--- src/rtl/sas_pkg.sv ---
// Shared definitions for the sprite animation sequencer: operation codes,
// parameter defaults, the result record and a small modulo helper.
// No dependencies.
`timescale 1ns / 1ps

package sas_pkg;

  // Default table sizes.
  localparam int NumActionsDef = 16;
  localparam int MaxFramesDef  = 16;

  // Operation codes carried by the action field of an input transaction.
  localparam logic [1:0] OP_TICK         = 2'd0;
  localparam logic [1:0] OP_CHANGE       = 2'd1;
  localparam logic [1:0] OP_WRITE_FRAME  = 2'd2;
  localparam logic [1:0] OP_WRITE_ACTION = 2'd3;

  // One result record as held in the output queue.
  typedef struct packed {
    logic [7:0] shown_pattern;
    logic [3:0] active_action;
    logic [3:0] active_frame;
    logic       input_allowed;
  } res_t;

  // Reduce a 4-bit action number modulo the table size (at least 2), so at
  // most seven subtractions are ever needed.
  function automatic logic [3:0] mod_action(input logic [3:0] v, input logic [8:0] n);
    logic [8:0] acc;
    acc = {5'd0, v};
    for (int i = 0; i < 8; i++) begin
      if (acc >= n) begin
        acc = acc - n;
      end
    end
    return acc[3:0];
  endfunction

endpackage

--- src/rtl/sprite_animation_sequencer.sv ---
// Sprite animation sequencer top level: frame and action tables, timers and
// the result queue.
// Depends on sas_pkg.
`timescale 1ns / 1ps

// The block takes one transaction per clock cycle unless in_stall is high,
// and returns exactly one result for each, held pending and then queued.
// Each transaction ticks the animation, forces an action change, or
// writes a frame or an action table entry. Both tables sit in memories whose
// read port is addressed by the next value of the current action and frame,
// so the entry for the current frame is already registered when the next
// transaction arrives; a write to that entry is forwarded. Results wait in a
// three-entry queue, and the input is stalled only while that queue together
// with the result being formed would be full. Table entries must be written
// before an animation reaches them.
module sprite_animation_sequencer
  import sas_pkg::*;
#(
  parameter int NUM_ACTIONS = NumActionsDef,
  parameter int MAX_FRAMES  = MaxFramesDef
) (
  input  logic        clk,
  input  logic        rst_n,
  input  logic        in_valid,
  output logic        in_stall,
  input  logic [1:0]  in_action,
  input  logic [3:0]  in_action_index,
  input  logic [3:0]  in_frame_index,
  input  logic [7:0]  in_pattern_index,
  input  logic [7:0]  in_duration,
  input  logic [4:0]  in_frame_count,
  input  logic [3:0]  in_next_action,
  input  logic [15:0] in_stiff_time,
  output logic        out_valid,
  input  logic        out_stall,
  output logic [7:0]  out_shown_pattern,
  output logic [3:0]  out_active_action,
  output logic [3:0]  out_active_frame,
  output logic        out_input_allowed
);

  localparam int SLOTS  = NUM_ACTIONS * MAX_FRAMES;
  localparam int SLOT_W = $clog2(SLOTS);
  localparam int AIDX_W = $clog2(NUM_ACTIONS);
  localparam int QDEPTH = 3;

  // Animation state.
  logic [3:0]  cur_action_r, cur_action_nxt;
  logic [3:0]  cur_frame_r, cur_frame_nxt;
  logic [7:0]  frame_timer_r, frame_timer_nxt;
  logic [15:0] action_timer_r, action_timer_nxt;

  // Table memories and their registered read data.
  logic [15:0] frame_store_r [SLOTS];
  logic [24:0] action_store_r [NUM_ACTIONS];
  logic [15:0] frame_word_r;
  logic [24:0] action_word_r;

  // Result queue.
  res_t        queue_r [QDEPTH];
  logic [1:0]  wr_ptr_r, rd_ptr_r;
  logic [1:0]  occ_r;
  logic        pend_r;

  logic        in_fire, out_fire;
  logic [2:0]  load;
  logic        action_ok, frame_ok;
  logic        fw_en, aw_en;
  logic [SLOT_W-1:0] fw_addr, fr_addr;
  logic [AIDX_W-1:0] aw_addr, ar_addr;
  logic [AIDX_W+3:0] aw_wide, ar_wide;
  logic [15:0] fw_data;
  logic [24:0] aw_data;
  logic [7:0]  ft_inc;
  logic [8:0]  eff_count, frame_plus;
  logic [4:0]  cnt_field;
  logic        frame_done, action_done;
  res_t        result;

  // Handshakes: stall while the queue plus the pending result could overflow.
  assign load     = {1'b0, occ_r} + {2'b00, pend_r};
  assign in_stall = (load > 3'(QDEPTH - 1));
  assign in_fire  = in_valid && !in_stall;
  assign out_valid = (occ_r != 2'd0);
  assign out_fire  = out_valid && !out_stall;

  // Range checks on the target of a change or a table write.
  assign action_ok = ({5'd0, in_action_index} < 9'(NUM_ACTIONS));
  assign frame_ok  = ({5'd0, in_frame_index} < 9'(MAX_FRAMES));

  // Table write requests.
  assign fw_en   = in_fire && (in_action == OP_WRITE_FRAME) && action_ok && frame_ok;
  assign aw_en   = in_fire && (in_action == OP_WRITE_ACTION) && action_ok;
  assign fw_addr = SLOT_W'(in_action_index) * SLOT_W'(MAX_FRAMES) + SLOT_W'(in_frame_index);
  assign aw_wide = {{AIDX_W{1'b0}}, in_action_index};
  assign aw_addr = aw_wide[AIDX_W-1:0];
  assign fw_data = {in_duration, in_pattern_index};
  assign aw_data = {in_stiff_time, in_next_action, in_frame_count};

  // Frame end and action end decisions for a tick.
  assign ft_inc     = frame_timer_r + 8'd1;
  assign frame_done = (ft_inc == frame_word_r[15:8]);
  assign cnt_field  = action_word_r[4:0];
  assign frame_plus = {5'd0, cur_frame_r} + 9'd1;

  always_comb begin
    eff_count = (cnt_field == 5'd0) ? 9'd1 : {4'd0, cnt_field};
    if (eff_count > 9'(MAX_FRAMES)) begin
      eff_count = 9'(MAX_FRAMES);
    end
  end

  assign action_done = (frame_plus >= eff_count);

  // Next animation state.
  always_comb begin
    cur_action_nxt   = cur_action_r;
    cur_frame_nxt    = cur_frame_r;
    frame_timer_nxt  = frame_timer_r;
    action_timer_nxt = action_timer_r;
    if (in_fire) begin
      case (in_action)
        OP_TICK: begin
          if (action_timer_r != 16'hFFFF) begin
            action_timer_nxt = action_timer_r + 16'd1;
          end
          frame_timer_nxt = ft_inc;
          if (frame_done) begin
            frame_timer_nxt = 8'd0;
            if (action_done) begin
              cur_action_nxt   = mod_action(action_word_r[8:5], 9'(NUM_ACTIONS));
              cur_frame_nxt    = 4'd0;
              action_timer_nxt = 16'd0;
            end else begin
              cur_frame_nxt = cur_frame_r + 4'd1;
            end
          end
        end
        OP_CHANGE: begin
          if (action_ok) begin
            cur_action_nxt   = in_action_index;
            cur_frame_nxt    = 4'd0;
            frame_timer_nxt  = 8'd0;
            action_timer_nxt = 16'd0;
          end
        end
        default: begin
        end
      endcase
    end
  end

  // Read addresses follow the next state, so the read data matches the state.
  assign fr_addr = SLOT_W'(cur_action_nxt) * SLOT_W'(MAX_FRAMES) + SLOT_W'(cur_frame_nxt);
  assign ar_wide = {{AIDX_W{1'b0}}, cur_action_nxt};
  assign ar_addr = ar_wide[AIDX_W-1:0];

  always_ff @(posedge clk) begin
    if (!rst_n) begin
      cur_action_r   <= 4'd0;
      cur_frame_r    <= 4'd0;
      frame_timer_r  <= 8'd0;
      action_timer_r <= 16'd0;
    end else begin
      cur_action_r   <= cur_action_nxt;
      cur_frame_r    <= cur_frame_nxt;
      frame_timer_r  <= frame_timer_nxt;
      action_timer_r <= action_timer_nxt;
    end
  end

  // Frame table: one write and one registered read, with write forwarding.
  always_ff @(posedge clk) begin
    if (fw_en) begin
      frame_store_r[fw_addr] <= fw_data;
    end
    if (fw_en && (fw_addr == fr_addr)) begin
      frame_word_r <= fw_data;
    end else begin
      frame_word_r <= frame_store_r[fr_addr];
    end
  end

  // Action table: same arrangement.
  always_ff @(posedge clk) begin
    if (aw_en) begin
      action_store_r[aw_addr] <= aw_data;
    end
    if (aw_en && (aw_addr == ar_addr)) begin
      action_word_r <= aw_data;
    end else begin
      action_word_r <= action_store_r[ar_addr];
    end
  end

  // The result of the transaction taken last cycle, formed from the state.
  always_comb begin
    result.shown_pattern = frame_word_r[7:0];
    result.active_action = cur_action_r;
    result.active_frame  = cur_frame_r;
    result.input_allowed = (action_timer_r >= action_word_r[24:9]);
  end

  // Result queue control.
  always_ff @(posedge clk) begin
    if (!rst_n) begin
      pend_r   <= 1'b0;
      occ_r    <= 2'd0;
      wr_ptr_r <= 2'd0;
      rd_ptr_r <= 2'd0;
    end else begin
      pend_r <= in_fire;
      occ_r  <= occ_r + {1'b0, pend_r} - {1'b0, out_fire};
      if (pend_r) begin
        wr_ptr_r <= (wr_ptr_r == 2'(QDEPTH - 1)) ? 2'd0 : wr_ptr_r + 2'd1;
      end
      if (out_fire) begin
        rd_ptr_r <= (rd_ptr_r == 2'(QDEPTH - 1)) ? 2'd0 : rd_ptr_r + 2'd1;
      end
    end
  end

  // Result queue storage.
  always_ff @(posedge clk) begin
    if (pend_r) begin
      queue_r[wr_ptr_r] <= result;
    end
  end

  assign out_shown_pattern = queue_r[rd_ptr_r].shown_pattern;
  assign out_active_action = queue_r[rd_ptr_r].active_action;
  assign out_active_frame  = queue_r[rd_ptr_r].active_frame;
  assign out_input_allowed = queue_r[rd_ptr_r].input_allowed;

endmodule

--- config.mk ---
export PLATFORM = sky130hd
export DESIGN_NAME = sprite_animation_sequencer
export DESIGN_NICKNAME = d
export VERILOG_FILES = /design/src/rtl/sas_pkg.sv /design/src/rtl/sprite_animation_sequencer.sv
export SDC_FILE = /design/constraint.sdc
export NUM_CORES = 2
export LEC_CHECK = 0
export BUFFER_PORTS_ARGS = -buffer_cell sky130_fd_sc_hd__buf_4
export CAP_MARGIN = 5
export CORE_MARGIN = 1.5
export CORE_UTILIZATION = 41
export CTS_BUF_LIST = sky130_fd_sc_hd__clkbuf_4
export CTS_CLUSTER_DIAMETER = 40
export DETAILED_ROUTE_END_ITERATION = 7
export GPL_TIMING_DRIVEN = 0
export MAX_ROUTING_LAYER = met4
export PLACE_DENSITY = 0.62
export RECOVER_POWER = 50
export SLEW_MARGIN = 5
export SYNTH_ARGS = -nofsm -noshare
export SYNTH_HDL_FRONTEND = slang
export SYNTH_MEMORY_MAX_BITS = 65536
export SYNTH_SLANG_ARGS = --single-unit
--- constraint.sdc ---
create_clock -name clk -period 15 [get_ports clk]
set_input_delay 0.75 -clock clk [delete_from_list [all_inputs] [get_ports clk]]
set_output_delay 0.75 -clock clk [all_outputs]
set_load 0.05 [all_outputs]
==> flow_summary_export.csv <==
group,metric,value,unit
floorplanning,io_pins,74,
clock_network,cts_buffers,1233,
run,max_cap_viol_count,38,
final_layout,final_area,206000,sq um
clock_network,cts.clk_slew.worst_paths,60,ps
synthesis,synth_ff_type,"edfxtp_1",
timing,setup_slack,4820,ps
clock_network,clk_latency,1790,ps
setup_path,crit_fanout,129,
setup_path,rr_worst_depth,19,
placed_design,io_buffers,69,
power,vdd_drop_max,0.0813,mV
clock_network,htreeDepth,7,
synthesis,async_flop_share,0,
final_layout,fillers,35062,
synthesis,synth_edf_count,4547,
setup_path,crit_required,15540,ps
timing,rsz0062_at_grt,"false",
timing,post-route-min-period,10180,ps
timing,fmaxAchievable,0.0982,GHz
clock_network,cts.sinks,4596,
setup_path,cp_slowest_cell,"clkbuf_1",
floorplanning,core_area,428000,sq um
floorplanning,initial_utilization,0.413,
placed_design,place_inst,13730,
final_layout,final_common_cell,"edfxtp_1",
clock_network,cts_tree,"yes",
detailed_routing,first_pass_iters,8,
clock_network,post_cts_resized,0,
detailed_routing,via_count,97477,
global_route,grt_start_max_net_pins,149,
outcome,status,"finished with violations",
synthesis,synth_top_family_by_area,"multiplexers",
placed_design,place_ws,6900,ps
floorplanning,std_cell_rows,240,
detailed_routing,drtAntennaViolNets,0,
hold_path,worstHoldEndpoint,"pend_r",
clock_network,clockRootBuffer,"clkbuf_4",
timing,setup_tns,0,ps
floorplanning,die-area,435000,sq um
timing,worst_pin_slew,7350,ps
power,power_density,127,nW/um^2
global_route,grt_first_pass_wirelength,803000,microns
setup_path,worstSetupPathType,"in -> reg",
synthesis,yosysUniqueCellTypes,77,
clock_network,cts_buffer_depth,5,
synthesis,synthMuxAreaShare,0.172,
detailed_routing,drtIter0Drc,15704,
timing,maxSlewViolCount,4112,
detailed_routing,finalWirelength,603000,microns
synthesis,synthCells,7664,
placed_design,gp_congestion,1.09,
final_layout,fin_cells,15893,
final_layout,nNetsFinal,9460,
setup_path,crit_top_cell,"clkbuf_1",
floorplanning,dieWidth,660,microns
placed_design,postPlaceCellArea,191000,sq um
global_route,grt_pass1_vias,96233,
synthesis,ys_seq_area_frac,0.778,
hold_path,hp-class,"in -> reg",
setup_path,crit_chain,"dlygate4sd3_1, clkdlybuf4s25_1, clkbuf_1, clkbuf_1",
final_layout,mostFrequentLayoutCells,"4547 x edfxtp_1, 1727 x clkbuf_4, 1288 x mux4_2",
placed_design,dp_hpwl,414000,microns
synthesis,ys_seq_elements,4596,
floorplanning,die_y,660,microns
synthesis,syn_nets,7748,
setup_path,cp_slowest_stage_delay,4340,ps
timing,fin_skew,180,ps
setup_path,r2r_slack,6590,ps
setup_path,r2r_end,"queue_r[1][0]",
synthesis,synth_xor_area_frac,0.000941,
synthesis,synth_area,177000,sq um
final_layout,area_delta_synth_final,16.5,%
global_route,track_usage,0.285,
synthesis,synthAdderAreaFrac,0.00205,
timing,finalHoldViolCount,0,
setup_path,start_kind,"input port",
outcome,violations,"capacitance limit, slew limit",
detailed_routing,route.detailed.drc,0,
synthesis,yosysWarningCount,0,
final_layout,drive_gt1_frac,0.394,
setup_path,arrival,10720,ps
setup_path,end_kind,"register",
global_route,grt_antenna_before_repair,71,
timing,setup_viol,0,
detailed_routing,wl_per_cell,37.9,microns
global_route,overflow,0,
power,total_power,26.2,mW
hold_path,worstHoldStart,"rst_n",
power,p_leak,63.6,nW
synthesis,yosys.area_share.simple,0.0183,
detailed_routing,via_per_inst,6.13,
synthesis,synth_compound_area_frac,0.0164,
hold_path,whs_path_depth,4,
timing,finalCritPeriodShare,0.679,
timing,slew_headroom,-3.90,
synthesis,postSynthAreaPerCell,23.1,sq um
[logic make-up (layout without fill, tap and decap cells)]
group	count (synthesis)	count (layout)
flops	4596	4596
mux	1424	1424
simple gates	715	715
buf+inv	454	2888
compound gates	427	427
fa+ha+maj	29	29
xor+xnor	19	19
other cells	0	108
[cell usage after synthesis (5+ instances only)]
cell          n  area (sq um)
buf_4        33           248
or2_2         8          50.1
o21ai_0      52           260
a22o_1       13           114
o22ai_1      55           344
xor2_1       11          96.3
edfxtp_1   4547        137000
a211oi_1     17           128
nand2b_1     15          93.8
inv_1        34           128
nor2_1      351          1320
and2_1       17           106
dfxtp_1      49           981
ha_1         29           363
xnor2_1       8          70.1
nor3_1       36           180
o211a_1       5          50.1
mux2_2       58           653
a21oi_1      84           420
o2111ai_1     5          43.8
a22oi_1      89           668
nor4_1       20           125
buf_2       105           526
mux4_2     1288         29000
nor2b_1      24           150
buf_1        52           195
a221oi_1      7          61.3
mux2i_1      78           781
clkbuf_1    210           788
nand3b_1      5          37.5
o221ai_1     28           245
nand2_1     133           499
a21o_1        9          67.6
a31oi_1      13          81.3
or3_1        16           100
buf_6        13           146
o21a_1        8          60.1
nand3_1      45           225
o22a_1        6          52.6
and3_1       16           100
[how the worst max path moves through the flow]
stage | from | end | slack (ps)
2_1_floorplan | register | queue_r[0][0] | 9420
3_5_place_dp | register | queue_r[0][0] | 6900
3_3_place_gp | register | queue_r[0][13] | 4450
4_1_cts | register | queue_r[0][0] | 6860
6_report | in_pattern_index[7] | frame_store_r[158][7] | 4820
5_1_grt | in_pattern_index[7] | frame_store_r[0][7] | 4110
[flip-flops by register name (all words and copies together) (netlist names), named ones only]
name and flops:
frame_store_r 4096, action_store_r 400, queue_r 51, action_timer_r 16, frame_timer_r 8, cur_action_r 4, cur_frame_r 4, occ_r 2
rd_ptr_r 2, wr_ptr_r 2, pend_r 1
[cell type report]
cell class / count / area (sq um) / share of cell area
antenna: 108 / 270 / 0.00131
buffer: 418 / 2080 / 0.0101
clock buffer: 1701 / 12800 / 0.0620
clock inverter: 256 / 1560 / 0.00756
inverter: 36 / 135 / 0.000656
multi-input combinational: 2614 / 38000 / 0.184
sequential: 4596 / 138000 / 0.668
tap: 5687 / 7120 / 0.0345
timing repair buffer: 477 / 6560 / 0.0318
[where the power goes]
part           leakage (nW)  switching (mW)  internal (mW)  total (mW)
logic                  13.8           0.999          0.400        1.40
registers              41.3          0.0237           14.2        14.2
clock network          8.59            5.02           5.54        10.6
[critical path: cells and delay by family]
family   cells  cell delay, ps
buf+inv      4            9420
[stage by stage]
| step | util | hold slack [ps] |
|---|---|---|
| 2_1_floorplan | - | 460 |
| 3_3_place_gp | 0.431 | 501 |
| 3_5_place_dp | 0.447 | 496 |
| 4_1_cts | 0.482 | 4.39 |
| 5_1_grt | 0.481 | 206 |
| 6_report | 0.481 | 235 |
[per-layer routing]
| metal | global-route usage | routed length (microns) |
|---|---|---|
| met3 | 0.106 | 83900 |
| met1 | 0.349 | 213000 |
| met5 | - | 0 |
| met4 | 0.169 | 38500 |
| met2 | 0.405 | 268000 |
[repair_timing]
item                                    CTS  global route
hold buffers                             98             0
endpoints found under the hold margin  4568             0
buffers inserted                          0             0
Power figures use the tool's default switching activity.
